## src/sv/aas_pkg.sv

```systemverilog
// ----------------------------------------------------------------------------
// aas_pkg - shared types and constants of the add/subtract execute unit
// Request and response payloads, decoded queue entry, register file write
// bundle, action and operand codes.
// ----------------------------------------------------------------------------
package aas_pkg;

	// architectural sizes
	localparam int unsigned XLEN      = 64;
	localparam int unsigned NUM_REGS  = 31;
	localparam int unsigned REG_IDX_W = 5;
	localparam int unsigned IMM_W     = 12;
	localparam int unsigned IMM_SHIFT = 12;
	localparam int unsigned IMM_OP_W  = IMM_W + IMM_SHIFT;

	// index that means zero register or stack pointer
	localparam logic [REG_IDX_W-1:0] ZR_SP_IDX = 5'd31;

	// action codes
	localparam logic [2:0] ACT_IMM   = 3'd0;
	localparam logic [2:0] ACT_SHIFT = 3'd1;
	localparam logic [2:0] ACT_EXT   = 3'd2;
	localparam logic [2:0] ACT_CARRY = 3'd3;
	localparam logic [2:0] ACT_LOAD  = 3'd4;

	// shift kinds
	localparam logic [1:0] SHK_LSL  = 2'd0;
	localparam logic [1:0] SHK_LSR  = 2'd1;
	localparam logic [1:0] SHK_ASR  = 2'd2;
	localparam logic [1:0] SHK_ZERO = 2'd3;

	// extend options
	localparam logic [2:0] EXT_UXTB = 3'd0;
	localparam logic [2:0] EXT_UXTH = 3'd1;
	localparam logic [2:0] EXT_UXTW = 3'd2;
	localparam logic [2:0] EXT_UXTX = 3'd3;
	localparam logic [2:0] EXT_SXTB = 3'd4;
	localparam logic [2:0] EXT_SXTH = 3'd5;
	localparam logic [2:0] EXT_SXTW = 3'd6;
	localparam logic [2:0] EXT_SXTX = 3'd7;

	// nzcv bit positions
	localparam int unsigned FLG_N = 3;
	localparam int unsigned FLG_Z = 2;
	localparam int unsigned FLG_C = 1;
	localparam int unsigned FLG_V = 0;

	// response status codes
	localparam logic STATUS_OK    = 1'b0;
	localparam logic STATUS_UNSUP = 1'b1;

	// class of a decoded request
	typedef enum logic [1:0] {
		CLS_EXEC,
		CLS_LOAD,
		CLS_UNSUP
	} cls_t;

	// source of the second operand
	typedef enum logic [1:0] {
		OPB_IMM,
		OPB_SHIFT,
		OPB_EXT,
		OPB_REG
	} opb_t;

	typedef struct packed {
		logic [2:0]           action;
		logic                 is_wide;
		logic                 is_subtract;
		logic                 sets_flags;
		logic [REG_IDX_W-1:0] dest_reg;
		logic [REG_IDX_W-1:0] first_reg;
		logic [REG_IDX_W-1:0] second_reg;
		logic [IMM_W-1:0]     immediate;
		logic [1:0]           shift_kind;
		logic [5:0]           shift_count;
		logic [2:0]           extend_option;
		logic [XLEN-1:0]      load_value;
	} req_t;

	typedef struct packed {
		logic                 status;
		logic [XLEN-1:0]      result_value;
		logic                 dest_written;
		logic [REG_IDX_W-1:0] dest_index;
		logic [3:0]           flags_out;
		logic [XLEN-1:0]      next_pc;
	} rsp_t;

	// decoded request as held in the queue
	typedef struct packed {
		cls_t                 cls;
		opb_t                 opb;
		logic                 is_wide;
		logic                 is_subtract;
		logic                 sets_flags;
		logic                 rn_sp;
		logic                 rn_zero;
		logic                 rm_zero;
		logic                 wr_reg;
		logic                 wr_sp;
		logic [REG_IDX_W-1:0] dest_reg;
		logic [REG_IDX_W-1:0] first_reg;
		logic [REG_IDX_W-1:0] second_reg;
		logic [IMM_OP_W-1:0]  imm_op;
		logic [1:0]           shift_kind;
		logic [5:0]           shift_count;
		logic [2:0]           extend_option;
		logic [XLEN-1:0]      load_value;
	} dec_t;

	// register file write bundle
	typedef struct packed {
		logic                 en;
		logic [REG_IDX_W-1:0] idx;
		logic [XLEN-1:0]      data;
	} wr_t;

endpackage

```

## src/sv/aas_front.sv

```systemverilog
// ----------------------------------------------------------------------------
// aas_front - request intake and classification
// Accepts requests while the queue has room and turns each into a decoded
// entry: class, second operand source, index 31 handling and write targets.
// ----------------------------------------------------------------------------
module aas_front (
	input  logic          req_valid,
	input  aas_pkg::req_t req,
	output logic          req_stall,
	input  logic          q_full,
	output logic          push,
	output aas_pkg::dec_t push_data
);

	logic sp_form;
	logic rn31;
	logic rd31;

	// accept whenever the queue has a free slot
	assign req_stall = q_full;
	assign push      = req_valid && !q_full;

	// classify the request
	always_comb begin
		push_data = '0;
		sp_form   = 1'b0;
		rn31      = (req.first_reg == aas_pkg::ZR_SP_IDX);
		rd31      = (req.dest_reg == aas_pkg::ZR_SP_IDX);

		push_data.is_wide       = req.is_wide;
		push_data.is_subtract   = req.is_subtract;
		push_data.sets_flags    = req.sets_flags;
		push_data.dest_reg      = req.dest_reg;
		push_data.first_reg     = req.first_reg;
		push_data.second_reg    = req.second_reg;
		push_data.shift_kind    = req.shift_kind;
		push_data.shift_count   = req.shift_count;
		push_data.extend_option = req.extend_option;
		push_data.load_value    = req.load_value;

		case (req.action)
			aas_pkg::ACT_IMM: begin
				push_data.cls = aas_pkg::CLS_EXEC;
				push_data.opb = aas_pkg::OPB_IMM;
				sp_form       = 1'b1;
			end
			aas_pkg::ACT_SHIFT: begin
				push_data.cls = aas_pkg::CLS_EXEC;
				push_data.opb = aas_pkg::OPB_SHIFT;
			end
			aas_pkg::ACT_EXT: begin
				push_data.cls = aas_pkg::CLS_EXEC;
				push_data.opb = aas_pkg::OPB_EXT;
				sp_form       = 1'b1;
			end
			aas_pkg::ACT_CARRY: begin
				push_data.cls = aas_pkg::CLS_EXEC;
				push_data.opb = aas_pkg::OPB_REG;
			end
			aas_pkg::ACT_LOAD: begin
				push_data.cls = aas_pkg::CLS_LOAD;
				push_data.opb = aas_pkg::OPB_REG;
			end
			default: begin
				push_data.cls = aas_pkg::CLS_UNSUP;
				push_data.opb = aas_pkg::OPB_REG;
			end
		endcase

		// immediate operand, optionally moved up by twelve
		if (req.shift_kind != aas_pkg::SHK_LSL) begin
			push_data.imm_op = {req.immediate, aas_pkg::IMM_SHIFT'(0)};
		end else begin
			push_data.imm_op = {aas_pkg::IMM_SHIFT'(0), req.immediate};
		end

		// index 31 as a source
		push_data.rn_sp   = sp_form && !req.sets_flags && rn31;
		push_data.rn_zero = rn31 && !push_data.rn_sp;
		push_data.rm_zero = (req.second_reg == aas_pkg::ZR_SP_IDX);

		// write targets
		if (push_data.cls == aas_pkg::CLS_LOAD) begin
			push_data.wr_reg = !rd31;
			push_data.wr_sp  = rd31;
		end else if (push_data.cls == aas_pkg::CLS_EXEC) begin
			push_data.wr_reg = !rd31;
			push_data.wr_sp  = rd31 && sp_form && !req.sets_flags;
		end
	end

endmodule

```

## config.mk

```make
export PLATFORM = sky130hd
export DESIGN_NAME = aas_front
export DESIGN_NICKNAME = d
export VERILOG_FILES = /design/src/sv/aas_pkg.sv /design/src/sv/aas_front.sv
export SDC_FILE = /design/constraint.sdc
export NUM_CORES = 1
export LEC_CHECK = 0
export ABC_AREA = 1
export BUFFER_PORTS_ARGS = -buffer_cell sky130_fd_sc_hd__buf_2
export CAP_MARGIN = 0
export CORE_AREA = 4 4 91 93
export DETAILED_ROUTE_END_ITERATION = 16
export DIE_AREA = 0 0 95 97
export PLACE_DENSITY = 0.6
export SYNTH_ARGS = -nofsm -noshare
export SYNTH_HDL_FRONTEND = slang
export SYNTH_SLANG_ARGS = --single-unit
```

## constraint.sdc

```tcl
create_clock -name vclk -period 0.8
set_input_delay 0.08 -clock vclk [all_inputs]
set_output_delay 0.08 -clock vclk [all_outputs]
set_load 0.05 [all_outputs]
```

==> impl_results.md <==
* Final setup viols at 13
* All-Layer GR Usage at 6.204%
* Grt ovf at 0
* Pleak at 0.7089 nW
* Max-slew headroom at 82.30%
* Clock Power Share at 0%
* Routed Antenna Nets at 0
* Pwr Density at 812.9 mW/mm2
* Post-Layout Cell Count at 266
* Vias at 867
* Hold WC Path Type: in2out
* Peak fanout along the critical path at 6
* Final slew viol count at 0
* Peak VDD IR at 304.0 uV
* Sequential share of the synthesized area at 0%
* P_int at 0.3553 mW
* Top cells by area, synth: buf_4 (70%), nor2_1 (8.9%), inv_1 (7.1%)
* Area Overhead vs Synth at 32.43%
* I/O Pins at 238
* Period utilisation layout at 106.6%
* Placeable Area at 0.007527 mm2
* Hold-fix buffers, CTS at 0
* Pin count of the biggest net entering global routing at 13
* Fill cell total of the finished layout at 851
* Hpwl dp at 2716 um
* Antenna diodes at 0
* Share of layout cells above drive strength 1 at 77.44%
* Die Area at 0.009215 mm2
* Tightest Pin Transition at 267.4 ps
* Pre-antenna DRT Iters at 4
* Flip-flop and latch area at 0 um2
* DP Cell Count at 264
* Critical path endpoint category: output port
* Worst slack, placed at -212.8 ps
* WL per Instance at 12.66 um
* Design Power at 1.088 mW
* Syn_area_per_cell at 6.202 um2
* Failing checks: setup timing
* DRC at 0
* Vias in the first global route at 876
* Share of the synthesized area in the top cell type at 69.80%
* Post-synthesis cell area at 0.001011 mm2
* Clock buffers at 0
* Final WL at 3368 um
* Input/output buffers at 88
* GPL Wtd Cong at 0.6627
* Max-Cap Viols at 0
* Mapped Nets at 273
* Fmax at 1.172 GHz
* Sequential share of power at 0%
* Initial antenna violation count at 0
* Post-Synthesis Cells at 163
* Critical path launch point type: primary input
* RSZ-0062 raised after global routing: yes
* Worst EP arrival at 770 ps
* Nets at 276
* NetSw at 0.7330 mW
* Post-DR vias/cell at 3.259
* Die W at 95 um
* Crit path kind: in2out
* Final Hold Viols at 0
* Num rows at 32
* Final Critical Period at 853.1 ps
* Cell accounting for the most synthesized area: buf_4
* Die Height at 97 um
* Yosys warnings at 0
* Synth cell types at 11
* Starting Density at 13.43%
* Final Worst Setup Slack at -53.09 ps
* Combinational power share at 100.0%
* Sw Share at 67.35%
* First-pass GRT wire length at 4581 um
* Starting DRT DRC Count at 21
* Status: finished with violations
* Sequential cell count at 0
* Req. time, crit path at 720 ps
==> power groups by stage <==
stage	Combinational, mW	Clock [mW]	Sequential, mW
after global routing	1.14	0	0
after global placement	0.897	0	0
after detailed placement	0.903	0	0
after floorplan	1.71	0	0
final	1.09	0	0
after CTS	1.06	0	0
==> timing repair <==
action / CTS / global route
setup buffers: 1 / 0
setup endpoints to repair: 31 / 30
endpoints found under the hold margin: 0 / 0
cloned: 1 / 0
pin swaps: 3 / 8
resized for setup: 77 / 17
==> final cells by class <==
| class | count | area, um2 | share of cell area, % |
|---|---|---|---|
| multi-input cells | 47 | 349.1 | 26.07 |
| repair inverters | 1 | 16.27 | 1.215 |
| well taps | 102 | 127.6 | 9.533 |
| inverters | 20 | 87.58 | 6.542 |
| repair buffers | 96 | 758.2 | 56.64 |
==> layout by cell type (no fill, tap or decap) <==
cell and n:
buf_2 52, buf_6 32, nor2_4 18, inv_1 17, nor2_1 13, buf_4 7, nor2_2 4, nand2_1 4
nand2_2 3, buf_8 3, inv_2 2, inv_12 2, nand2_4 2, nand3_1 2, buf_12 2, or2_1 1
==> cells by family after synthesis <==
kind of cell           after synthesis  synth area share (%)
and+or+nand+nor                     47                 21.16
buffers and inverters              116                 78.84
==> per-stage QoR <==
stage | util, % | area (um2) | hold slack [ps] | setup TNS (ps)
final | 17.79 | 1339 | 160.0 | -516.9
after global routing | 17.79 | 1339 | 160.1 | -1263
after detailed placement | 13.35 | 1005 | 160.3 | -3818
after floorplan | - | 1091 | 256.1 | -2250
after CTS | 16.97 | 1277 | 160.3 | -514.6
after global placement | 13.35 | 1005 | 160.3 | -3415
==> cells in the mapped netlist <==
library cell,count
buf_2,1
nor2_1,24
nand2_1,9
nor2_2,10
nor2_4,1
or2_1,1
inv_1,19
buf_6,1
inv_2,1
buf_4,94
nand3_1,2
==> worst max-delay path: stages <==
cell and delay, ps:
buf_6 100, nor2_4 130, buf_12 150, inv_12 50, nor2_4 80, buf_6 160
==> routing by layer <==
metal	vias to the layer above	routed length, um	GRT usage (%)
li1	383	-	-
met1	352	913	4.822
met2	100	1687	11.77
met3	32	603	3.421
met4	0	163	3.219
met5	-	0	0
==> path summary, 6_finish.rpt <==
path              startpoint       endpoint  slack [ps]  cells after the start
setup / recovery     req[73]  push_data[86]         -50                      6
hold / removal       req[25]  push_data[25]         160                      0
(Power assumes the default switching activity.)
