File: src/sv/aas_pkg.sv
// ----------------------------------------------------------------------------
// aas_pkg - shared types and constants of the add/subtract execute unit
// Request and response payloads, decoded queue entry, register file write
// bundle, action and operand codes.
// ----------------------------------------------------------------------------
package aas_pkg;

	// architectural sizes
	localparam int unsigned XLEN      = 64;
	localparam int unsigned NUM_REGS  = 31;
	localparam int unsigned REG_IDX_W = 5;
	localparam int unsigned IMM_W     = 12;
	localparam int unsigned IMM_SHIFT = 12;
	localparam int unsigned IMM_OP_W  = IMM_W + IMM_SHIFT;

	// index that means zero register or stack pointer
	localparam logic [REG_IDX_W-1:0] ZR_SP_IDX = 5'd31;

	// action codes
	localparam logic [2:0] ACT_IMM   = 3'd0;
	localparam logic [2:0] ACT_SHIFT = 3'd1;
	localparam logic [2:0] ACT_EXT   = 3'd2;
	localparam logic [2:0] ACT_CARRY = 3'd3;
	localparam logic [2:0] ACT_LOAD  = 3'd4;

	// shift kinds
	localparam logic [1:0] SHK_LSL  = 2'd0;
	localparam logic [1:0] SHK_LSR  = 2'd1;
	localparam logic [1:0] SHK_ASR  = 2'd2;
	localparam logic [1:0] SHK_ZERO = 2'd3;

	// extend options
	localparam logic [2:0] EXT_UXTB = 3'd0;
	localparam logic [2:0] EXT_UXTH = 3'd1;
	localparam logic [2:0] EXT_UXTW = 3'd2;
	localparam logic [2:0] EXT_UXTX = 3'd3;
	localparam logic [2:0] EXT_SXTB = 3'd4;
	localparam logic [2:0] EXT_SXTH = 3'd5;
	localparam logic [2:0] EXT_SXTW = 3'd6;
	localparam logic [2:0] EXT_SXTX = 3'd7;

	// nzcv bit positions
	localparam int unsigned FLG_N = 3;
	localparam int unsigned FLG_Z = 2;
	localparam int unsigned FLG_C = 1;
	localparam int unsigned FLG_V = 0;

	// response status codes
	localparam logic STATUS_OK    = 1'b0;
	localparam logic STATUS_UNSUP = 1'b1;

	// class of a decoded request
	typedef enum logic [1:0] {
		CLS_EXEC,
		CLS_LOAD,
		CLS_UNSUP
	} cls_t;

	// source of the second operand
	typedef enum logic [1:0] {
		OPB_IMM,
		OPB_SHIFT,
		OPB_EXT,
		OPB_REG
	} opb_t;

	typedef struct packed {
		logic [2:0]           action;
		logic                 is_wide;
		logic                 is_subtract;
		logic                 sets_flags;
		logic [REG_IDX_W-1:0] dest_reg;
		logic [REG_IDX_W-1:0] first_reg;
		logic [REG_IDX_W-1:0] second_reg;
		logic [IMM_W-1:0]     immediate;
		logic [1:0]           shift_kind;
		logic [5:0]           shift_count;
		logic [2:0]           extend_option;
		logic [XLEN-1:0]      load_value;
	} req_t;

	typedef struct packed {
		logic                 status;
		logic [XLEN-1:0]      result_value;
		logic                 dest_written;
		logic [REG_IDX_W-1:0] dest_index;
		logic [3:0]           flags_out;
		logic [XLEN-1:0]      next_pc;
	} rsp_t;

	// decoded request as held in the queue
	typedef struct packed {
		cls_t                 cls;
		opb_t                 opb;
		logic                 is_wide;
		logic                 is_subtract;
		logic                 sets_flags;
		logic                 rn_sp;
		logic                 rn_zero;
		logic                 rm_zero;
		logic                 wr_reg;
		logic                 wr_sp;
		logic [REG_IDX_W-1:0] dest_reg;
		logic [REG_IDX_W-1:0] first_reg;
		logic [REG_IDX_W-1:0] second_reg;
		logic [IMM_OP_W-1:0]  imm_op;
		logic [1:0]           shift_kind;
		logic [5:0]           shift_count;
		logic [2:0]           extend_option;
		logic [XLEN-1:0]      load_value;
	} dec_t;

	// register file write bundle
	typedef struct packed {
		logic                 en;
		logic [REG_IDX_W-1:0] idx;
		logic [XLEN-1:0]      data;
	} wr_t;

endpackage

File: src/sv/aas_ram.sv
// ----------------------------------------------------------------------------
// aas_ram - generic single write, single read ram
// One write port and one read port with registered read data; a read in the
// cycle of a write to the same address returns the old contents.
// ----------------------------------------------------------------------------
module aas_ram #(
	parameter int unsigned WIDTH = 64,
	parameter int unsigned DEPTH = 31
) (
	input  logic                     clk,
	input  logic                     we,
	input  logic [$clog2(DEPTH)-1:0] waddr,
	input  logic [WIDTH-1:0]         wdata,
	input  logic                     re,
	input  logic [$clog2(DEPTH)-1:0] raddr,
	output logic [WIDTH-1:0]         rdata
);

	logic [WIDTH-1:0] mem_q [DEPTH];
	logic [WIDTH-1:0] rdata_q;

	// write and registered read
	always_ff @(posedge clk) begin
		if (we) begin
			mem_q[waddr] <= wdata;
		end
		if (re) begin
			rdata_q <= mem_q[raddr];
		end
	end

	assign rdata = rdata_q;

endmodule

File: src/sv/aas_back.sv
// ----------------------------------------------------------------------------
// aas_back - execute part
// Reads operands from the register file rams, shifts or extends the second
// operand, adds, updates registers, stack pointer, flags and program counter,
// and holds the response in an output register.
// ----------------------------------------------------------------------------
module aas_back (
	input  logic          clk,
	input  logic          arst_n,
	input  logic          head_valid,
	input  aas_pkg::dec_t head,
	output logic          pop,
	output logic          rsp_valid,
	input  logic          rsp_stall,
	output aas_pkg::rsp_t rsp
);

	localparam int unsigned XLEN = aas_pkg::XLEN;
	localparam int unsigned NREG = aas_pkg::NUM_REGS;
	localparam int unsigned IDXW = aas_pkg::REG_IDX_W;

	// execute stage and output register
	logic          ex_valid_s1;
	aas_pkg::dec_t ex_s1;
	logic          rsp_valid_q;
	aas_pkg::rsp_t rsp_q;
	logic          ex_fire;

	// architectural state
	logic [XLEN-1:0] sp_q;
	logic [3:0]      flags_q;
	logic [XLEN-1:0] pc_q;
	logic [NREG-1:0] reg_valid_q;

	// most recent register file write, for the ram read-during-write gap
	logic            fwd_valid_q;
	logic [IDXW-1:0] fwd_idx_q;
	logic [XLEN-1:0] fwd_data_q;

	// datapath
	logic [XLEN-1:0] rdata_a;
	logic [XLEN-1:0] rdata_b;
	logic [XLEN-1:0] reg_a;
	logic [XLEN-1:0] reg_b;
	logic [XLEN-1:0] rn_val;
	logic [XLEN-1:0] rm_val;
	logic [XLEN-1:0] mask;
	logic [XLEN-1:0] sh_in;
	logic [XLEN-1:0] sh_sext;
	logic            sh_over;
	logic [5:0]      asr_amt;
	logic [XLEN-1:0] shifted;
	logic [XLEN-1:0] extended;
	logic [XLEN-1:0] ext_sh;
	logic [XLEN-1:0] right;
	logic [XLEN-1:0] left;
	logic [XLEN-1:0] addend;
	logic            cin;
	logic [XLEN:0]   sum;
	logic [XLEN-1:0] res;
	logic            carry;
	logic            sgn_l;
	logic            sgn_a;
	logic            sgn_r;
	logic [3:0]      new_flags;

	// update of state and response
	aas_pkg::wr_t    wr;
	logic            sp_we;
	logic [XLEN-1:0] sp_nxt;
	logic [3:0]      flags_nxt;
	logic [XLEN-1:0] pc_nxt;
	aas_pkg::rsp_t   rsp_nxt;

	// flow control
	assign ex_fire   = ex_valid_s1 && (!rsp_valid_q || !rsp_stall);
	assign pop       = head_valid && (!ex_valid_s1 || ex_fire);
	assign rsp_valid = rsp_valid_q;
	assign rsp       = rsp_q;

	// register file, one copy per read port
	aas_ram #(
		.WIDTH (XLEN),
		.DEPTH (NREG)
	) u_ram_a (
		.clk   (clk),
		.we    (wr.en),
		.waddr (wr.idx),
		.wdata (wr.data),
		.re    (pop),
		.raddr (head.first_reg),
		.rdata (rdata_a)
	);

	aas_ram #(
		.WIDTH (XLEN),
		.DEPTH (NREG)
	) u_ram_b (
		.clk   (clk),
		.we    (wr.en),
		.waddr (wr.idx),
		.wdata (wr.data),
		.re    (pop),
		.raddr (head.second_reg),
		.rdata (rdata_b)
	);

	// operand fetch: latest write, then ram, unwritten entries read zero
	always_comb begin
		if (fwd_valid_q && (fwd_idx_q == ex_s1.first_reg)) begin
			reg_a = fwd_data_q;
		end else if (reg_valid_q[ex_s1.first_reg]) begin
			reg_a = rdata_a;
		end else begin
			reg_a = '0;
		end
		if (fwd_valid_q && (fwd_idx_q == ex_s1.second_reg)) begin
			reg_b = fwd_data_q;
		end else if (reg_valid_q[ex_s1.second_reg]) begin
			reg_b = rdata_b;
		end else begin
			reg_b = '0;
		end

		if (ex_s1.rn_sp) begin
			rn_val = sp_q;
		end else if (ex_s1.rn_zero) begin
			rn_val = '0;
		end else begin
			rn_val = reg_a;
		end
		rm_val = ex_s1.rm_zero ? '0 : reg_b;
	end

	assign mask = {{32{ex_s1.is_wide}}, 32'hFFFF_FFFF};

	// shifted register operand
	always_comb begin
		sh_in   = rm_val & mask;
		sh_over = !ex_s1.is_wide && ex_s1.shift_count[5];
		asr_amt = sh_over ? 6'd31 : ex_s1.shift_count;
		sh_sext = ex_s1.is_wide ? sh_in : {{32{sh_in[31]}}, sh_in[31:0]};
		case (ex_s1.shift_kind)
			aas_pkg::SHK_LSL: shifted = sh_over ? '0 : (sh_in << ex_s1.shift_count);
			aas_pkg::SHK_LSR: shifted = sh_over ? '0 : (sh_in >> ex_s1.shift_count);
			aas_pkg::SHK_ASR: shifted = $unsigned($signed(sh_sext) >>> asr_amt);
			default:          shifted = '0;
		endcase
	end

	// extended register operand
	always_comb begin
		case (ex_s1.extend_option)
			aas_pkg::EXT_UXTB: extended = {56'b0, rm_val[7:0]};
			aas_pkg::EXT_UXTH: extended = {48'b0, rm_val[15:0]};
			aas_pkg::EXT_UXTW: extended = {32'b0, rm_val[31:0]};
			aas_pkg::EXT_UXTX: extended = rm_val;
			aas_pkg::EXT_SXTB: extended = {{56{rm_val[7]}}, rm_val[7:0]};
			aas_pkg::EXT_SXTH: extended = {{48{rm_val[15]}}, rm_val[15:0]};
			aas_pkg::EXT_SXTW: extended = {{32{rm_val[31]}}, rm_val[31:0]};
			aas_pkg::EXT_SXTX: extended = rm_val;
			default:           extended = rm_val;
		endcase
		ext_sh = extended << ex_s1.shift_count;
	end

	// adder and flags
	always_comb begin
		case (ex_s1.opb)
			aas_pkg::OPB_IMM:   right = XLEN'(ex_s1.imm_op);
			aas_pkg::OPB_SHIFT: right = shifted;
			aas_pkg::OPB_EXT:   right = ext_sh;
			aas_pkg::OPB_REG:   right = rm_val;
			default:            right = rm_val;
		endcase
		left   = rn_val & mask;
		addend = (ex_s1.is_subtract ? ~right : right) & mask;
		cin    = (ex_s1.opb == aas_pkg::OPB_REG) ? flags_q[aas_pkg::FLG_C] : ex_s1.is_subtract;
		sum    = {1'b0, left} + {1'b0, addend} + (XLEN+1)'(cin);
		res    = sum[XLEN-1:0] & mask;
		carry  = ex_s1.is_wide ? sum[XLEN] : sum[32];
		sgn_l  = ex_s1.is_wide ? left[XLEN-1] : left[31];
		sgn_a  = ex_s1.is_wide ? addend[XLEN-1] : addend[31];
		sgn_r  = ex_s1.is_wide ? res[XLEN-1] : res[31];

		new_flags                = '0;
		new_flags[aas_pkg::FLG_N] = sgn_r;
		new_flags[aas_pkg::FLG_Z] = (res == '0);
		new_flags[aas_pkg::FLG_C] = carry;
		new_flags[aas_pkg::FLG_V] = (sgn_l == sgn_a) && (sgn_l != sgn_r);
	end

	// outcome per class
	always_comb begin
		wr        = '0;
		sp_we     = 1'b0;
		sp_nxt    = sp_q;
		flags_nxt = flags_q;
		pc_nxt    = pc_q;
		rsp_nxt   = '0;
		wr.idx    = ex_s1.dest_reg;

		case (ex_s1.cls)
			aas_pkg::CLS_EXEC: begin
				wr.en     = ex_s1.wr_reg;
				wr.data   = res;
				sp_we     = ex_s1.wr_sp;
				sp_nxt    = res;
				flags_nxt = ex_s1.sets_flags ? new_flags : flags_q;
				pc_nxt    = pc_q + XLEN'(4);
				rsp_nxt.status       = aas_pkg::STATUS_OK;
				rsp_nxt.result_value = res;
				rsp_nxt.dest_written = ex_s1.wr_reg || ex_s1.wr_sp;
				rsp_nxt.dest_index   = ex_s1.dest_reg;
			end
			aas_pkg::CLS_LOAD: begin
				wr.en     = ex_s1.wr_reg;
				wr.data   = ex_s1.load_value;
				sp_we     = ex_s1.wr_sp;
				sp_nxt    = ex_s1.load_value;
				rsp_nxt.status       = aas_pkg::STATUS_OK;
				rsp_nxt.result_value = ex_s1.load_value;
				rsp_nxt.dest_written = 1'b1;
				rsp_nxt.dest_index   = ex_s1.dest_reg;
			end
			default: begin
				rsp_nxt.status = aas_pkg::STATUS_UNSUP;
			end
		endcase
		rsp_nxt.flags_out = flags_nxt;
		rsp_nxt.next_pc   = pc_nxt;

		// commit only when the request leaves the execute stage
		wr.en = wr.en && ex_fire;
		sp_we = sp_we && ex_fire;
	end

	// control and architectural state
	always_ff @(posedge clk or negedge arst_n) begin
		if (!arst_n) begin
			ex_valid_s1 <= 1'b0;
			rsp_valid_q <= 1'b0;
			sp_q        <= '0;
			flags_q     <= '0;
			pc_q        <= '0;
			reg_valid_q <= '0;
			fwd_valid_q <= 1'b0;
		end else begin
			if (pop) begin
				ex_valid_s1 <= 1'b1;
			end else if (ex_fire) begin
				ex_valid_s1 <= 1'b0;
			end
			if (ex_fire) begin
				rsp_valid_q <= 1'b1;
				flags_q     <= flags_nxt;
				pc_q        <= pc_nxt;
			end else if (!rsp_stall) begin
				rsp_valid_q <= 1'b0;
			end
			if (sp_we) begin
				sp_q <= sp_nxt;
			end
			if (wr.en) begin
				reg_valid_q[wr.idx] <= 1'b1;
				fwd_valid_q         <= 1'b1;
			end
		end
	end

	// payload registers
	always_ff @(posedge clk) begin
		if (pop) begin
			ex_s1 <= head;
		end
		if (ex_fire) begin
			rsp_q <= rsp_nxt;
		end
		if (wr.en) begin
			fwd_idx_q  <= wr.idx;
			fwd_data_q <= wr.data;
		end
	end

endmodule

File: config.mk
export PLATFORM = sky130hd
export DESIGN_NAME = aas_back
export DESIGN_NICKNAME = d
export VERILOG_FILES = /design/src/sv/aas_pkg.sv /design/src/sv/aas_ram.sv /design/src/sv/aas_back.sv
export SDC_FILE = /design/constraint.sdc
export NUM_CORES = 2
export LEC_CHECK = 0
export BUFFER_PORTS_ARGS = -buffer_cell sky130_fd_sc_hd__buf_4
export CAP_MARGIN = 10
export CORE_MARGIN = 2
export CORE_UTILIZATION = 30
export CTS_CLUSTER_SIZE = 24
export DETAILED_ROUTE_END_ITERATION = 6
export SKIP_LAST_GASP = 1
export SLEW_MARGIN = 20
export SYNTH_ARGS = -nofsm -noshare
export SYNTH_HDL_FRONTEND = slang
export SYNTH_HIERARCHICAL = 1
export SYNTH_SLANG_ARGS = --single-unit
File: constraint.sdc
create_clock -name clk -period 12.15 [get_ports clk]
set_input_delay 1.8225 -clock clk [delete_from_list [all_inputs] [get_ports clk]]
set_output_delay 1.8225 -clock clk [all_outputs]
set_load 0.1 [all_outputs]
==> results.cfg <==
[grt]
grt_max_degree = 120
grt_pass1_vias = 123000
grtUsageTotal_pct = 24.0
overflow = 0
antenna_found_initial = 87
grt_pass1_wl_um = 1120000

[setup_path]
critPathCaptureType = flip-flop
worst-endpoint-required_ns = 12.85
crit_top_cell = buf_4
worstPathArrival_ns = 12.16
cpPeakStageDelay_ns = 0.90
cp_slowest_cell = a21boi_0
crit_fanout = 45
critPathLaunchType = flip-flop
path_class = flip-flop to flip-flop

[sta]
fin_crit_ns = 11.47
finalSetupViolations = 0
worstMarginPinSlew_ns = 1.32
slew_violations = 0
slew_headroom_pct = 10.8
fin_crit_sh_pct = 94.4
fmax_ghz = 0.0872
setup_slack_ns = 0.684
finalHoldViolCount = 0
tns_ns = 0
rsz0062_at_grt = no
clock_skew_ns = 0.167
hold_slack_ns = 0.481

[run_status]
outcome = complete, but fails checks
violations = design-rule violations

[finish]
fill_cells = 63300
final_core_util_pct = 34.8
layout_commonest_cell = edfxtp_1
syn_to_final_growth_pct = 15.7
most-common-layout-cells = edfxtp_1 (4428), mux2i_1 (922), buf_4 (902)
drive_gt1_share_pct = 20.9
layout.nets = 13400

[die]
start_util_pct = 30.1
fp.dieH_um = 823
rows = 300
pin_count = 271
dieArea_mm2 = 0.677
die_w_um = 823
fp.coreArea_mm2 = 0.668

[clocking]
clkTransAtPathRegs_ns = 0.06
cts_hold_buf = 0
cts-root-buf = clkbuf_16
cts_max_level = 5
ctsResizeCount = 0
cts_tree = yes
cts_buffers = 446
insertion_delay_ns = 1.14
post_cts_buffers = 0
clock_path_buffers = 4
numClockSinks = 4592

[detailed_routing]
vias = 131000
drt_iter0_drc = 18200
drcViolationCount = 1
routed_wl_um = 844000
wl_per_cell_um = 37.4
viasPerCell = 5.80
ant_nets = 0
first_pass_iters = 7

[yosys]
seq_area_frac_synth_pct = 68.2
synth.avg_cell_area_um2 = 16.0
syn_area_mm2 = 0.201
synth_edf_count = 4428
synth_cell_type_count = 115
syn_inst = 12600
ys_ff_latch = 4592
ys_warn_count = 6
synthArstFlopShare_pct = 3.57
synth-main-ff-cell = edfxtp_1

[min_path]
holdCritPathClass = flip-flop to flip-flop

[placed_design]
dp_hpwl_um = 568000
globalplace.congestion = 1.10
port_buffers = 268
place_ws_ns = 0.884

[power]
power.leakage_nw = 77.3
p_per_area_mw_per_mm2 = 161
ir_drop_mv = 0.140

[run]
cap_violations = 0
[final cells by class]
cell class              instances  area (um^2)  area share (%)
diodes                         51          128          0.0549
clock buffers                 563        11700            5.03
clock inverters               263         2550            1.10
inverters                      47          195          0.0839
multi-input cells            7115        61100            26.3
flip-flops and latches       4592       137000            58.9
well taps                    8909        11100            4.79
repair buffers               1009         8790            3.78
[per-layer routing]
metal  vias to the layer above  share of wire, %  wire, um  global-route usage (%)
met5                         -             0.010        87                       0
met2                      7531                45    378000                    37.0
met1                     69100                39    333000                    31.5
li1                      52300                 -         -                       -
met3                      1790               8.5     71700                    4.71
met4                        14               7.3     61900                    14.5
[cell usage after synthesis (all sizes together) (80+ instances only)]
library cell | number | area, um^2
a211oi | 82 | 626
a21o | 85 | 638
a21oi | 515 | 2580
a221oi | 148 | 1330
a22o | 136 | 1190
a22oi | 290 | 2180
a31oi | 170 | 1080
buf | 371 | 2420
clkbuf | 483 | 1810
dfrtp | 164 | 4100
edfxtp | 4428 | 133000
mux2 | 147 | 1660
mux2i | 928 | 9290
mux4 | 744 | 16800
nand2 | 834 | 3130
nand2b | 80 | 500
nand3 | 234 | 1170
nor2 | 659 | 2500
nor3 | 116 | 596
o211ai | 140 | 1130
o21ai | 514 | 2580
o221ai | 112 | 981
o22ai | 114 | 719
xnor2 | 133 | 1160
xor2 | 80 | 701
[power breakdown]
group          internal, mW  leakage, nW  total (mW)  switching (mW)
sequential             18.1         43.0        18.3           0.282
clock                  7.62         6.94        13.7            6.11
combinational          1.45         27.4        5.39            3.94
[path summary, 6_finish.rpt]
| path | start | to | slack, ns | cells past startpoint |
|---|---|---|---|---|
| setup / recovery | ex_s1[100]$_DFFE_PP_ | u_ram_b/mem_q[13][54]$_DFFE_PP_ | 0.68 | 34 |
| min in group asynchronous | arst_n | pc_q[9]$_DFFE_PN0P_ | 0.75 | 1 |
| hold reg to reg | sp_q[2]$_DFFE_PN0P_ | sp_q[2]$_DFFE_PN0P_ | 0.48 | 2 |
| max in group asynchronous | arst_n | reg_valid_q[8]$_DFFE_PN0P_ | 9.93 | 2 |
| setup reg to reg | ex_s1[100]$_DFFE_PP_ | u_ram_b/mem_q[13][54]$_DFFE_PP_ | 0.68 | 34 |
| hold / removal | sp_q[2]$_DFFE_PN0P_ | sp_q[2]$_DFFE_PN0P_ | 0.48 | 2 |
[through the flow]
stage               cells  power (mW)  cell area [um^2]
detailed placement  21700        23.9            218000
CTS                 22500        37.5            232000
floorplan           12600        21.3            201000
finish              22500        37.5            233000
global route        22500        38.4            233000
global placement    21700        23.9            218000
[critical path, delay by kind of cell, from the launching register on]
family                   cells  cell delay (ns)
AND/OR/NAND/NOR              6             1.11
adder cells (fa/ha/maj)      2             0.88
flip-flops                   1             0.89
buffers and inverters        5             1.16
multiplexers                 2             0.97
XOR/XNOR                     2             0.48
AO/OA/AOI/OAI               17             5.51
[kinds of logic after synthesis]
kind of cell | count (synthesis) | share of synthesized area [%]
and+or+nand+nor | 2253 | 5.02
xor gates and xnor gates | 213 | 0.928
other | 1 | 0.00186
DFF | 4592 | 68.2
adders and majority gates | 66 | 0.418
AOI/OAI and AO/OA | 2762 | 9.48
buffers and inverters | 901 | 2.19
muxes | 1819 | 13.8
[registers in the layout, summed over array words and instances, names as in the netlist, 4 cells and up]
register,flops
flags_q,4
pc_q,62
fwd_data_q,64
u_ram_a/mem_q,1984
fwd_idx_q,5
sp_q,64
reg_valid_q,31
rsp,137
ex_s1,126
u_ram_b/mem_q,1984
u_ram_b/rdata,64
u_ram_a/rdata,64
Note: power is estimated with default switching activity, not from simulation.
