--- src/sv/aas_pkg.sv ---
// ----------------------------------------------------------------------------
// aas_pkg - shared types and constants of the add/subtract execute unit
// Request and response payloads, decoded queue entry, register file write
// bundle, action and operand codes.
// ----------------------------------------------------------------------------
package aas_pkg;

	// architectural sizes
	localparam int unsigned XLEN      = 64;
	localparam int unsigned NUM_REGS  = 31;
	localparam int unsigned REG_IDX_W = 5;
	localparam int unsigned IMM_W     = 12;
	localparam int unsigned IMM_SHIFT = 12;
	localparam int unsigned IMM_OP_W  = IMM_W + IMM_SHIFT;

	// index that means zero register or stack pointer
	localparam logic [REG_IDX_W-1:0] ZR_SP_IDX = 5'd31;

	// action codes
	localparam logic [2:0] ACT_IMM   = 3'd0;
	localparam logic [2:0] ACT_SHIFT = 3'd1;
	localparam logic [2:0] ACT_EXT   = 3'd2;
	localparam logic [2:0] ACT_CARRY = 3'd3;
	localparam logic [2:0] ACT_LOAD  = 3'd4;

	// shift kinds
	localparam logic [1:0] SHK_LSL  = 2'd0;
	localparam logic [1:0] SHK_LSR  = 2'd1;
	localparam logic [1:0] SHK_ASR  = 2'd2;
	localparam logic [1:0] SHK_ZERO = 2'd3;

	// extend options
	localparam logic [2:0] EXT_UXTB = 3'd0;
	localparam logic [2:0] EXT_UXTH = 3'd1;
	localparam logic [2:0] EXT_UXTW = 3'd2;
	localparam logic [2:0] EXT_UXTX = 3'd3;
	localparam logic [2:0] EXT_SXTB = 3'd4;
	localparam logic [2:0] EXT_SXTH = 3'd5;
	localparam logic [2:0] EXT_SXTW = 3'd6;
	localparam logic [2:0] EXT_SXTX = 3'd7;

	// nzcv bit positions
	localparam int unsigned FLG_N = 3;
	localparam int unsigned FLG_Z = 2;
	localparam int unsigned FLG_C = 1;
	localparam int unsigned FLG_V = 0;

	// response status codes
	localparam logic STATUS_OK    = 1'b0;
	localparam logic STATUS_UNSUP = 1'b1;

	// class of a decoded request
	typedef enum logic [1:0] {
		CLS_EXEC,
		CLS_LOAD,
		CLS_UNSUP
	} cls_t;

	// source of the second operand
	typedef enum logic [1:0] {
		OPB_IMM,
		OPB_SHIFT,
		OPB_EXT,
		OPB_REG
	} opb_t;

	typedef struct packed {
		logic [2:0]           action;
		logic                 is_wide;
		logic                 is_subtract;
		logic                 sets_flags;
		logic [REG_IDX_W-1:0] dest_reg;
		logic [REG_IDX_W-1:0] first_reg;
		logic [REG_IDX_W-1:0] second_reg;
		logic [IMM_W-1:0]     immediate;
		logic [1:0]           shift_kind;
		logic [5:0]           shift_count;
		logic [2:0]           extend_option;
		logic [XLEN-1:0]      load_value;
	} req_t;

	typedef struct packed {
		logic                 status;
		logic [XLEN-1:0]      result_value;
		logic                 dest_written;
		logic [REG_IDX_W-1:0] dest_index;
		logic [3:0]           flags_out;
		logic [XLEN-1:0]      next_pc;
	} rsp_t;

	// decoded request as held in the queue
	typedef struct packed {
		cls_t                 cls;
		opb_t                 opb;
		logic                 is_wide;
		logic                 is_subtract;
		logic                 sets_flags;
		logic                 rn_sp;
		logic                 rn_zero;
		logic                 rm_zero;
		logic                 wr_reg;
		logic                 wr_sp;
		logic [REG_IDX_W-1:0] dest_reg;
		logic [REG_IDX_W-1:0] first_reg;
		logic [REG_IDX_W-1:0] second_reg;
		logic [IMM_OP_W-1:0]  imm_op;
		logic [1:0]           shift_kind;
		logic [5:0]           shift_count;
		logic [2:0]           extend_option;
		logic [XLEN-1:0]      load_value;
	} dec_t;

	// register file write bundle
	typedef struct packed {
		logic                 en;
		logic [REG_IDX_W-1:0] idx;
		logic [XLEN-1:0]      data;
	} wr_t;

endpackage

--- src/sv/aas_queue.sv ---
// ----------------------------------------------------------------------------
// aas_queue - decoded request queue
// Short first-in first-out buffer of decoded entries between the front and
// the back; push and pop may happen in the same cycle.
// ----------------------------------------------------------------------------
module aas_queue #(
	parameter int unsigned DEPTH = 2
) (
	input  logic          clk,
	input  logic          arst_n,
	input  logic          push,
	input  aas_pkg::dec_t push_data,
	output logic          full,
	input  logic          pop,
	output logic          head_valid,
	output aas_pkg::dec_t head
);

	localparam int unsigned PTR_W = (DEPTH > 1) ? $clog2(DEPTH) : 1;
	localparam int unsigned CNT_W = $clog2(DEPTH + 1);
	localparam logic [PTR_W-1:0] LAST_PTR = PTR_W'(DEPTH - 1);

	aas_pkg::dec_t    entry_q [DEPTH];
	logic [PTR_W-1:0] wr_ptr_q;
	logic [PTR_W-1:0] rd_ptr_q;
	logic [CNT_W-1:0] count_q;

	assign full       = (count_q == CNT_W'(DEPTH));
	assign head_valid = (count_q != '0);
	assign head       = entry_q[rd_ptr_q];

	// pointers and fill count
	always_ff @(posedge clk or negedge arst_n) begin
		if (!arst_n) begin
			wr_ptr_q <= '0;
			rd_ptr_q <= '0;
			count_q  <= '0;
		end else begin
			if (push) begin
				wr_ptr_q <= (wr_ptr_q == LAST_PTR) ? '0 : wr_ptr_q + PTR_W'(1);
			end
			if (pop) begin
				rd_ptr_q <= (rd_ptr_q == LAST_PTR) ? '0 : rd_ptr_q + PTR_W'(1);
			end
			if (push && !pop) begin
				count_q <= count_q + CNT_W'(1);
			end else if (pop && !push) begin
				count_q <= count_q - CNT_W'(1);
			end
		end
	end

	// entry storage
	always_ff @(posedge clk) begin
		if (push) begin
			entry_q[wr_ptr_q] <= push_data;
		end
	end

endmodule

--- config.mk ---
export PLATFORM = sky130hd
export DESIGN_NAME = aas_queue
export DESIGN_NICKNAME = d
export VERILOG_FILES = /design/src/sv/aas_pkg.sv /design/src/sv/aas_queue.sv
export SDC_FILE = /design/constraint.sdc
export NUM_CORES = 1
export LEC_CHECK = 0
export BUFFER_PORTS_ARGS = -buffer_cell sky130_fd_sc_hd__clkbuf_2
export CELL_PAD_IN_SITES_DETAIL_PLACEMENT = 0
export CELL_PAD_IN_SITES_GLOBAL_PLACEMENT = 1
export CORE_UTILIZATION = 40
export CTS_BUF_LIST = sky130_fd_sc_hd__clkbuf_2
export DETAILED_ROUTE_END_ITERATION = 6
export GPL_TIMING_DRIVEN = 0
export PLACE_DENSITY_LB_ADDON = 0.1
export SLEW_MARGIN = 40
export SYNTH_ARGS = -nofsm -noshare
export SYNTH_HDL_FRONTEND = slang
export SYNTH_SLANG_ARGS = --single-unit
export TNS_END_PERCENT = 1
--- constraint.sdc ---
create_clock -name clk -period 7.8 [get_ports clk]
set_input_delay 0.78 -clock clk [delete_from_list [all_inputs] [get_ports clk]]
set_output_delay 0.78 -clock clk [all_outputs]
set_load 0.05 [all_outputs]
==> results of run 1 <==
## per-layer routing
layer	wire, µm	GRT usage (%)	up-vias
met3	1867	7.187	30
met4	404	7.703	2
met2	9011	25.03	217
met1	7076	16.58	2398
met5	16	0	-
li1	-	-	2352
## placed cells by master (no fill, tap or decap), drive strengths merged
| cell | instances |
|---|---|
| dfrtp | 4 |
| nor2 | 1 |
| mux2 | 126 |
| ha | 1 |
| edfxtp | 252 |
| clkbuf | 358 |
| clkinvlp | 1 |
| and2 | 1 |
| nor2b | 2 |
| bufinv | 2 |
| diode | 3 |
| xor2 | 4 |
| or2 | 1 |
| buf | 25 |
| clkinv | 3 |
| inv | 2 |
| dlygate4sd3 | 1 |
| xnor2 | 1 |
## logic make-up after synthesis
kind of cell	count (synthesis)	synth area share, %
flip-flops	256	81.66
multiplexers	126	16.31
buffers and inverters	15	1.119
XOR/XNOR	5	0.4664
AND/OR/NAND/NOR	5	0.3065
adder cells (fa/ha/maj)	1	0.1332
## cell type report
cell class                      count  area [µm²]
Fill cell                        1952       10910
Clock buffer                      101       505.5
Timing Repair Buffer              269        1551
Multi-Input combinational cell    137        1627
Tap cell                          313       391.6
Sequential cell                   256        7667
Inverter                            1       3.754
Antenna cell                        3       7.507
Clock inverter                      7       82.58
Buffer                             14       101.3
## report_power, final
part / switching, mW / internal [mW]
logic: 1.55 / 0.657
clock network: 0.494 / 0.402
registers: 0.0579 / 1.82
total: 2.10 / 2.88
## final timing paths
path                                       endpoint  depth (start not counted)  slack (ns)                    from
setup / recovery                           head[92]                          5        4.82    rd_ptr_q$_DFFE_PN0P_
hold / removal              entry_q[0][6]$_DFFE_PP_                          1        0.20            push_data[6]
setup reg to reg           entry_q[0][73]$_DFFE_PP_                          5        5.90    wr_ptr_q$_DFFE_PN0P_
hold reg to reg              count_q[1]$_DFFE_PN0P_                          1        0.50  count_q[1]$_DFFE_PN0P_
max in group asynchronous    count_q[0]$_DFFE_PN0P_                          2        7.26                  arst_n
min in group asynchronous    count_q[1]$_DFFE_PN0P_                          2        0.40                  arst_n
## sequential cells by signal (all words and copies together) (netlist names)
register / cells
wr_ptr_q: 1
count_q: 2
entry_q: 252
rd_ptr_q: 1
## metrics by stage
stage	cells	instance area, µm²	hold WS, ns
2_1_floorplan	408	9389	0.4474
3_3_place_gp	978	11070	0.4682
3_5_place_dp	989	11330	0.4810
4_1_cts	1098	11930	0.07604
5_1_grt	1100	11940	0.08339
6_report	1101	11940	0.2020
## timing repair
action,in CTS,in global routing
hold buffers,1,0
endpoints found under the hold margin,4,0
endpoints found under the setup margin,0,0
## critical path, stage by stage (launching register included)
cell and delay [ns]:
dfrtp_1 0.35, buf_6 0.17, buf_6 0.18, buf_6 0.19, mux2_4 0.32, clkbuf_2 0.24
==> summary.txt, run 1 <==
Synthesis
  – Yosys reg bits: 256
  – Syn Area/Cell: 23.01 µm²
  – Synth area leaders: edfxtp_1 81%, mux2_2 12%, mux2_4 4.8%, dfrtp_1 1.1%, buf_6 0.60%
  – Most common cell in the netlist: edfxtp_1
  – Synth top area share: 80.60%
  – Post-Syn Instances: 408
  – Ys Warns: 0
  – Synth Cell Area: 9389 µm²
  – Commonest cells post-synth: 252 x edfxtp_1, 96 x mux2_2, 30 x mux2_4, 9 x buf_2, 5 x buf_6
  – Synth cell types: 14
  – Post-synth EDFFs: 252
  – FFs w/ async S/R, synth: 1.563%
  – Synth area leader: edfxtp_1
  – Syn Nets: 539
  – Sequential area share after synthesis: 81.66%
  – Post-synth top flop: edfxtp_1

Floorplan
  – # IOs: 258
  – Die width: 155.2 µm
  – Die Footprint: 24090 µm²
  – Initial Util: 41.10%
  – Core area: 22850 µm²
  – Die height: 155.2 µm
  – # rows: 55

Global routing
  – First-pass GRT wire length: 27440 µm
  – Antenna violations before repair: 3
  – Remaining Overflow, GRT: 0
  – Vias in the first global route: 5324
  – Tot GR Track Use: 15.26%
  – Pin count of the biggest net entering global routing: 42

Placed design
  – PortBufs: 257
  – Post-DP HPWL: 12700 µm
  – RePlAce Congestion: 0.7042
  – Setup WS pre-CTS: 5.320 ns

Setup path
  – Crit-path max FO: 10
  – Worst setup EP type: output port
  – WP data required: 7.02 ns
  – Crit path launch type: register
  – CP Class: register to output port
  – Arr. time, crit path: 2.20 ns

Routing
  – Wirelength per Cell: 16.69 µm
  – Post-DR vias/cell: 4.540
  – Initial DRC Count: 173
  – Antenna Nets Post-Route: 0
  – Routed WL: 18380 µm
  – Residual DRC: 0
  – Detailed Routing Iterations Pass 1: 4
  – Vias: 4999

STA
  – Setup TNS: 0 ns
  – F_max: 0.3361 GHz
  – RSZ-0062 raised after global routing: false
  – Max_slew headroom: 66.69%
  – Post-layout min period: 2.975 ns
  – Layout Skew: 0.03228 ns
  – Worst-Margin Slew: 0.4986 ns
  – Max-slew violations: 0
  – Period utilization: 38.15%
  – Hold Vio Cnt, Final: 0
  – Final Worst Setup Slack: 4.825 ns
  – Final setup violation count: 0

CTS
  – Clock sinks: 256
  – H-Tree Level Count: 3
  – Setup repair bufs after CTS: 0
  – TritonCTS Buffers: 66
  – Resize count post-CTS: 0
  – Clock-pin slew on the worst setup and hold paths: 0.09 ns
  – CTS root buf: clkbuf_2
  – CTS tree: built
  – Clk Latency, worst-skew pair: 0.76 ns
  – Clock buffer depth: 3

Cells and area
  – Layout cells sized above 1: 65.73%
  – Synthesis-to-finish area growth: 27.15%
  – Util after Layout: 52.25%
  – Final net count: 876

Status
  – Outcome: completed

Power and ir drop
  – Maximum VDD drop: 0.2226 mV
  – Power per cell area: 417.1 nW/µm²
  – Leak pwr: 4.794 nW
  – Total power: 4.979 mW

Job
  – Max-Cap Viols: 0

Min path
  – Worst Hold Class: primary input to register
No activity file was read; power rests on OpenSTA's default activity.
==> run 2: changes to the inputs <==
==> constraint.sdc (replaced) <==
create_clock -name clk -period 2.55 [get_ports clk]
set_input_delay 0.255 -clock clk [delete_from_list [all_inputs] [get_ports clk]]
set_output_delay 0.255 -clock clk [all_outputs]
set_load 0.05 [all_outputs]
==> run 2 against run 1 <==
Worst hold slack got worse by 0.045 ns. Die area did not move. Via count rose by 9.5%. Largest cell class unchanged. Wire length increased by 6.9%. Sequential power grew to 3.1 times the previous value. Clock skew is 0.015 ns higher. Core utilization grew 8.0 points. Largest power group unchanged.
==> summary.txt, run 2 (synthesized netlist as in run 1, its figures left out) <==
Floorplan
  – Core area: 22850 µm² (unchanged)
  – Die width: 155.2 µm (unchanged)
  – Die height: 155.2 µm (unchanged)
  – # IOs: 258 (unchanged)
  – Die Footprint: 24090 µm² (unchanged)
  – # rows: 55 (unchanged)
  – Initial Util: 41.10% (unchanged)

Min path
  – Worst Hold Class: primary input to register

CTS
  – Setup repair bufs after CTS: 0 (unchanged)
  – H-Tree Level Count: 2 (-1)
  – CTS root buf: clkbuf_2
  – Clk Latency, worst-skew pair: 0.82 ns (+0.06 ns)
  – TritonCTS Buffers: 61 (-7.6%)
  – Clock-pin slew on the worst setup and hold paths: 0.11 ns (+0.02 ns)
  – CTS tree: built
  – Clock buffer depth: 3 (unchanged)
  – Clock sinks: 256 (unchanged)

Setup path
  – Slowest cell on crit path: dfrtp_1
  – CP Class: register to output port
  – Worst setup EP type: output port
  – CP max stage delay: 0.41 ns (+0.06 ns)
  – CP cell instances: buf_12 -> buf_12 -> buf_12 -> mux2_4 -> buf_8
  – Critical Path Most Common Cell: buf_12
  – WP data required: 2.30 ns (-4.72 ns)
  – Crit path launch type: register
  – Arr. time, crit path: 2.16 ns (-0.04 ns)
  – Crit-path max FO: 10 (unchanged)

Global routing
  – Vias in the first global route: 6233 (+17%)
  – Antenna violations before repair: 1 (-2)
  – Remaining Overflow, GRT: 0 (unchanged)
  – Tot GR Track Use: 16.41% (+1.1 points)
  – First-pass GRT wire length: 30310 µm (+10%)
  – Pin count of the biggest net entering global routing: 41 (-2.4%)

STA
  – Hold slack: 0.1574 ns (-0.04463 ns)
  – Hold Vio Cnt, Final: 0 (unchanged)
  – Max-slew violations: 0 (unchanged)
  – Final Worst Setup Slack: 0.1346 ns (-4.690 ns)
  – RSZ-0062 raised after global routing: true
  – Post-layout min period: 2.415 ns
  – Worst-Margin Slew: 0.4095 ns (-0.08914 ns)
  – Period utilization: 94.72%
  – Layout Skew: 0.04684 ns (+0.01456 ns)
  – Max_slew headroom: 72.70% (+6.0 points)
  – F_max: 0.4140 GHz
  – Final setup violation count: 0 (unchanged)
  – Setup TNS: 0 ns (unchanged)

Placed design
  – PortBufs: 257 (unchanged)
  – RePlAce Congestion: 0.7046 (about the same)
  – Setup WS pre-CTS: 0.8440 ns (-4.476 ns)
  – Post-DP HPWL: 12770 µm (+0.59%)
  – Dpl cell area: 11310 µm² (-0.22%)

Cells and area
  – Layout cells sized above 1: 55.19% (-11 points)
  – Fin area: 13760 µm² (+15%)
  – Fill count: 1785 (-8.6%)
  – Most frequent cells in the layout: 252 x edfxtp_1, 229 x clkbuf_2, 130 x dlygate4sd3_1, 96 x mux2_2, 89 x clkbuf_4
  – Top flop regs: entry_q x252, count_q x2
  – Commonest non-fill, non-tap cell in the layout: edfxtp_1
  – Most flops, register: entry_q
  – Seq. cell area: 7667 µm² (unchanged)
  – Area of the multi-input gates: 1627 µm² (unchanged)
  – Final net count: 1000 (+14%)
  – Util after Layout: 60.21% (+8.0 points)
  – Synthesis-to-finish area growth: 46.51%
  – Max FFs per register: 252 (unchanged)

Power and ir drop
  – Internal Power: 9.547 mW (+230%)
  – Switching share of power: 40.83% (-1.4 points)
  – Maximum VDD drop: 0.6513 mV (+190%)
  – Seq pwr share: 35.6% (-2.1 points)
  – Clock share of power: 15.9% (-2.1 points)
  – P_sw: 6.587 mW (+210%)
  – Power per cell area: 1173 nW/µm² (+180%)
  – Comb power frac: 48.4% (+4.1 points)
  – Leak pwr: 5.453 nW (+14%)

Routing
  – Post-DR vias/cell: 4.453 (-1.9%)
  – Detailed Routing Iterations Pass 1: 4 (unchanged)
  – Wirelength per Cell: 15.98 µm (-4.3%)
  – Antenna Nets Post-Route: 0 (unchanged)
  – Routed WL: 19640 µm (+6.9%)
  – Residual DRC: 0 (unchanged)
  – Initial DRC Count: 133 (-23%)
  – Vias: 5473 (+9.5%)

Status
  – Outcome: completed

Job
  – Max-Cap Viols: 0 (unchanged)
run 2: area by class of cell:
type	count	share of cell area [%]
Multi-Input combinational cell	137	11.82
Tap cell	313	2.847
Clock inverter	18	0.7004
Inverter	1	0.02729
Sequential cell	256	55.74
Timing Repair Buffer	398	24.29
Antenna cell	1	0.01819
Buffer	14	1.246
Clock buffer	91	3.311
run 2: worst max-delay path: cells and delay by family, from the launching register on:
family | cells | cell delay, ns
flip-flops | 1 | 0.41
multiplexers | 1 | 0.31
buffers and inverters | 4 | 0.61
run 2: metrics by stage:
stage	std cells	power (mW)
6_report	1229	16.13
5_1_grt	1229	16.89
4_1_cts	1228	16.22
3_5_place_dp	989	12.66
3_3_place_gp	978	12.43
2_1_floorplan	408	11.02
run 2: routing by layer:
metal | vias to the layer above | track usage [%] | routed length, µm
met5 | - | 0 | 0
met4 | 0 | 7.143 | 418
met3 | 38 | 6.072 | 1712
met2 | 220 | 29.54 | 10160
met1 | 2626 | 17.10 | 7346
li1 | 2589 | - | -
run 2: what timing repair did:
item	in CTS	in global routing
hold buffers	130	0
resized for setup	168	31
setup endpoints to repair	120	117
endpoints found under the hold margin	316	0
run 2: path summary, 6_finish.rpt:
path | from | end | slack (ns) | depth (start not counted)
max in group asynchronous | arst_n | wr_ptr_q$_DFFE_PN0P_ | 2.04 | 3
hold reg to reg | count_q[1]$_DFFE_PN0P_ | count_q[1]$_DFFE_PN0P_ | 0.50 | 1
hold / removal | push_data[23] | entry_q[1][23]$_DFFE_PP_ | 0.16 | 2
min in group asynchronous | arst_n | count_q[0]$_DFFE_PN0P_ | 0.34 | 3
setup reg to reg | wr_ptr_q$_DFFE_PN0P_ | entry_q[1][14]$_DFFE_PP_ | 0.85 | 3
setup / recovery | rd_ptr_q$_DFFE_PN0P_ | head[73] | 0.13 | 5
run 2: power groups by stage:
| stage | Clock [mW] | Sequential [mW] | Combinational [mW] |
|---|---|---|---|
| 2_1_floorplan | 0 | 5.84 | 5.18 |
| 5_1_grt | 2.92 | 5.81 | 8.15 |
| 3_3_place_gp | 0 | 5.89 | 6.54 |
| 3_5_place_dp | 0 | 5.85 | 6.82 |
| 4_1_cts | 2.71 | 5.75 | 7.77 |
| 6_report | 2.57 | 5.75 | 7.82 |
==> run 3: changes to the inputs <==
--- a/config.mk
+++ b/config.mk
@@ -12,7 +12,7 @@
 export CTS_BUF_LIST = sky130_fd_sc_hd__clkbuf_2
 export DETAILED_ROUTE_END_ITERATION = 6
 export GPL_TIMING_DRIVEN = 0
-export PLACE_DENSITY_LB_ADDON = 0.1
+export PLACE_DENSITY = 0.82
 export SLEW_MARGIN = 40
 export SYNTH_ARGS = -nofsm -noshare
 export SYNTH_HDL_FRONTEND = slang
==> run 3 against run 2 <==
First-iteration DRC count increased by 75%. Sequential share of layout area increased by 2.0 points. Final cell count decreased by 0.81%. Sequential power about the same.
==> summary.txt, run 3 (synthesized netlist as in run 1, its figures left out) <==
Status
  – Outcome: completed

CTS
  – CTS root buf: clkbuf_2
  – H-Tree Level Count: 2 (unchanged)
  – Clock-pin slew on the worst setup and hold paths: 0.10 ns (about the same)
  – Setup repair bufs after CTS: 0 (unchanged)
  – CTS tree: built
  – Clock buffer depth: 3 (unchanged)
  – Clock sinks: 256 (unchanged)
  – Clk Latency, worst-skew pair: 0.81 ns (about the same)
  – TritonCTS Buffers: 61 (unchanged)

STA
  – Max-slew violations: 0 (unchanged)
  – Hold slack: 0.1785 ns (+0.02110 ns)
  – F_max: 0.4200 GHz (+1.4%)
  – Hold Vio Cnt, Final: 0 (unchanged)
  – Max_slew headroom: 65.19% (-7.5 points)
  – Layout Skew: 0.04279 ns (-0.004051 ns)
  – Worst-Margin Slew: 0.5211 ns (+0.1116 ns)
  – Period utilization: 93.37% (-1.3 points)
  – Final Worst Setup Slack: 0.1690 ns (+0.03440 ns)
  – Post-layout min period: 2.381 ns (-0.03440 ns)
  – RSZ-0062 raised after global routing: true
  – Final setup violation count: 0 (unchanged)
  – Setup TNS: 0 ns (unchanged)

Global routing
  – Vias in the first global route: 6271 (+0.61%)
  – Pin count of the biggest net entering global routing: 44 (+7.3%)
  – Remaining Overflow, GRT: 0 (unchanged)
  – First-pass GRT wire length: 31290 µm (+3.2%)
  – Antenna violations before repair: 0 (-1)
  – Tot GR Track Use: 16.87% (+0.46 points)

Cells and area
  – Most frequent cells in the layout: 252 x edfxtp_1, 238 x clkbuf_2, 130 x dlygate4sd3_1, 96 x mux2_2, 78 x buf_2
  – Fill count: 1718 (-3.8%)
  – Commonest non-fill, non-tap cell in the layout: edfxtp_1
  – Top flop regs: entry_q x252, count_q x2
  – Synthesis-to-finish area growth: 41.55%
  – Util after Layout: 58.17% (-2.0 points)
  – Fin area: 13290 µm² (-3.4%)
  – Most flops, register: entry_q
  – # diodes: 0 (-1)
  – Final net count: 999 (-0.10%)
  – Max FFs per register: 252 (unchanged)
  – Layout cells sized above 1: 55.30% (+0.11 points)

Setup path
  – CP Class: register to output port
  – Crit-path max FO: 10 (unchanged)
  – R2R depth: 4 (+1)
  – Worst setup EP type: output port
  – WP data required: 2.30 ns (about the same)
  – Crit path launch type: register
  – Arr. time, crit path: 2.13 ns (-0.03 ns)

Floorplan
  – # IOs: 258 (unchanged)
  – Die height: 155.2 µm (unchanged)
  – Core area: 22850 µm² (unchanged)
  – Initial Util: 41.10% (unchanged)
  – Die Footprint: 24090 µm² (unchanged)
  – Die width: 155.2 µm (unchanged)
  – # rows: 55 (unchanged)

Routing
  – Wirelength per Cell: 16.87 µm (+5.6%)
  – Initial DRC Count: 233 (+75%)
  – Routed WL: 20560 µm (+4.7%)
  – Residual DRC: 0 (unchanged)
  – Post-DR vias/cell: 4.534 (+1.8%)
  – Vias: 5527 (+0.99%)
  – Detailed Routing Iterations Pass 1: 4 (unchanged)
  – Antenna Nets Post-Route: 0 (unchanged)

Min path
  – Worst hold stages: 2 (unchanged)
  – Worst Hold Class: primary input to register

Power and ir drop
  – Leak pwr: 5.299 nW (-2.8%)
  – Maximum VDD drop: 0.7477 mV (+15%)
  – Power per cell area: 1167 nW/µm² (-0.54%)

Placed design
  – Setup WS pre-CTS: 0.7318 ns (-0.1122 ns)
  – PortBufs: 257 (unchanged)
  – Post-DP HPWL: 12700 µm (-0.57%)
  – Dpl cell area: 11250 µm² (-0.47%)
  – RePlAce Congestion: 0.7177 (+1.9%)

Job
  – Max-Cap Viols: 0 (unchanged)
-- run 3: per-layer routing --
metal / up-vias / track usage, % / part of all wire, %
met5: - / 0 / 0
met4: 0 / 7.049 / 2.9
met3: 53 / 5.487 / 6.5
met2: 222 / 31.32 / 53
met1: 2670 / 17.38 / 37
li1: 2582 / - / -
-- run 3: worst max-delay path, stage by stage, from the launching register on --
cell	delay, ns
dfrtp_1	0.40
buf_12	0.16
buf_12	0.15
buf_12	0.15
mux2_4	0.30
buf_4	0.19
-- run 3: worst paths after layout --
path                                   startpoint                        end  slack (ns)
setup reg to reg             wr_ptr_q$_DFFE_PN0P_   entry_q[0][83]$_DFFE_PP_        0.71
setup / recovery             rd_ptr_q$_DFFE_PN0P_                   head[90]        0.17
hold reg to reg            count_q[1]$_DFFE_PN0P_     count_q[1]$_DFFE_PN0P_        0.50
hold / removal                     push_data[108]  entry_q[0][108]$_DFFE_PP_        0.18
min in group asynchronous                  arst_n       rd_ptr_q$_DFFE_PN0P_        0.40
max in group asynchronous                  arst_n     count_q[1]$_DFFE_PN0P_        1.99
-- run 3: where the power goes --
group,leakage (nW),internal (mW),switching [mW]
Combinational,2.48,2.41,4.81
Clock,0.403,1.02,1.50
Sequential,2.41,5.56,0.205
Total,5.30,8.99,6.52
-- run 3: final cells by class --
cell class | instances | area [µm²] | area share (%)
Sequential cell | 256 | 7667 | 57.69
Timing Repair Buffer | 397 | 2915 | 21.94
Multi-Input combinational cell | 137 | 1627 | 12.24
Clock buffer | 89 | 445.4 | 3.352
Tap cell | 313 | 391.6 | 2.947
Buffer | 14 | 167.7 | 1.262
Clock inverter | 12 | 72.57 | 0.5460
Inverter | 1 | 3.754 | 0.02824
-- run 3: metrics by stage --
stage	cells	power, mW
floorplan	408	11.02
detailed placement	988	12.56
global placement	978	12.34
CTS	1219	15.38
finish	1219	15.50
global route	1219	16.20
-- run 3: repair_timing --
| action | in CTS | in global routing |
|---|---|---|
| endpoints found under the setup margin | 113 | 117 |
| hold buffers | 130 | 0 |
| resized for setup | 35 | 144 |
| hold endpoints to repair | 285 | 0 |
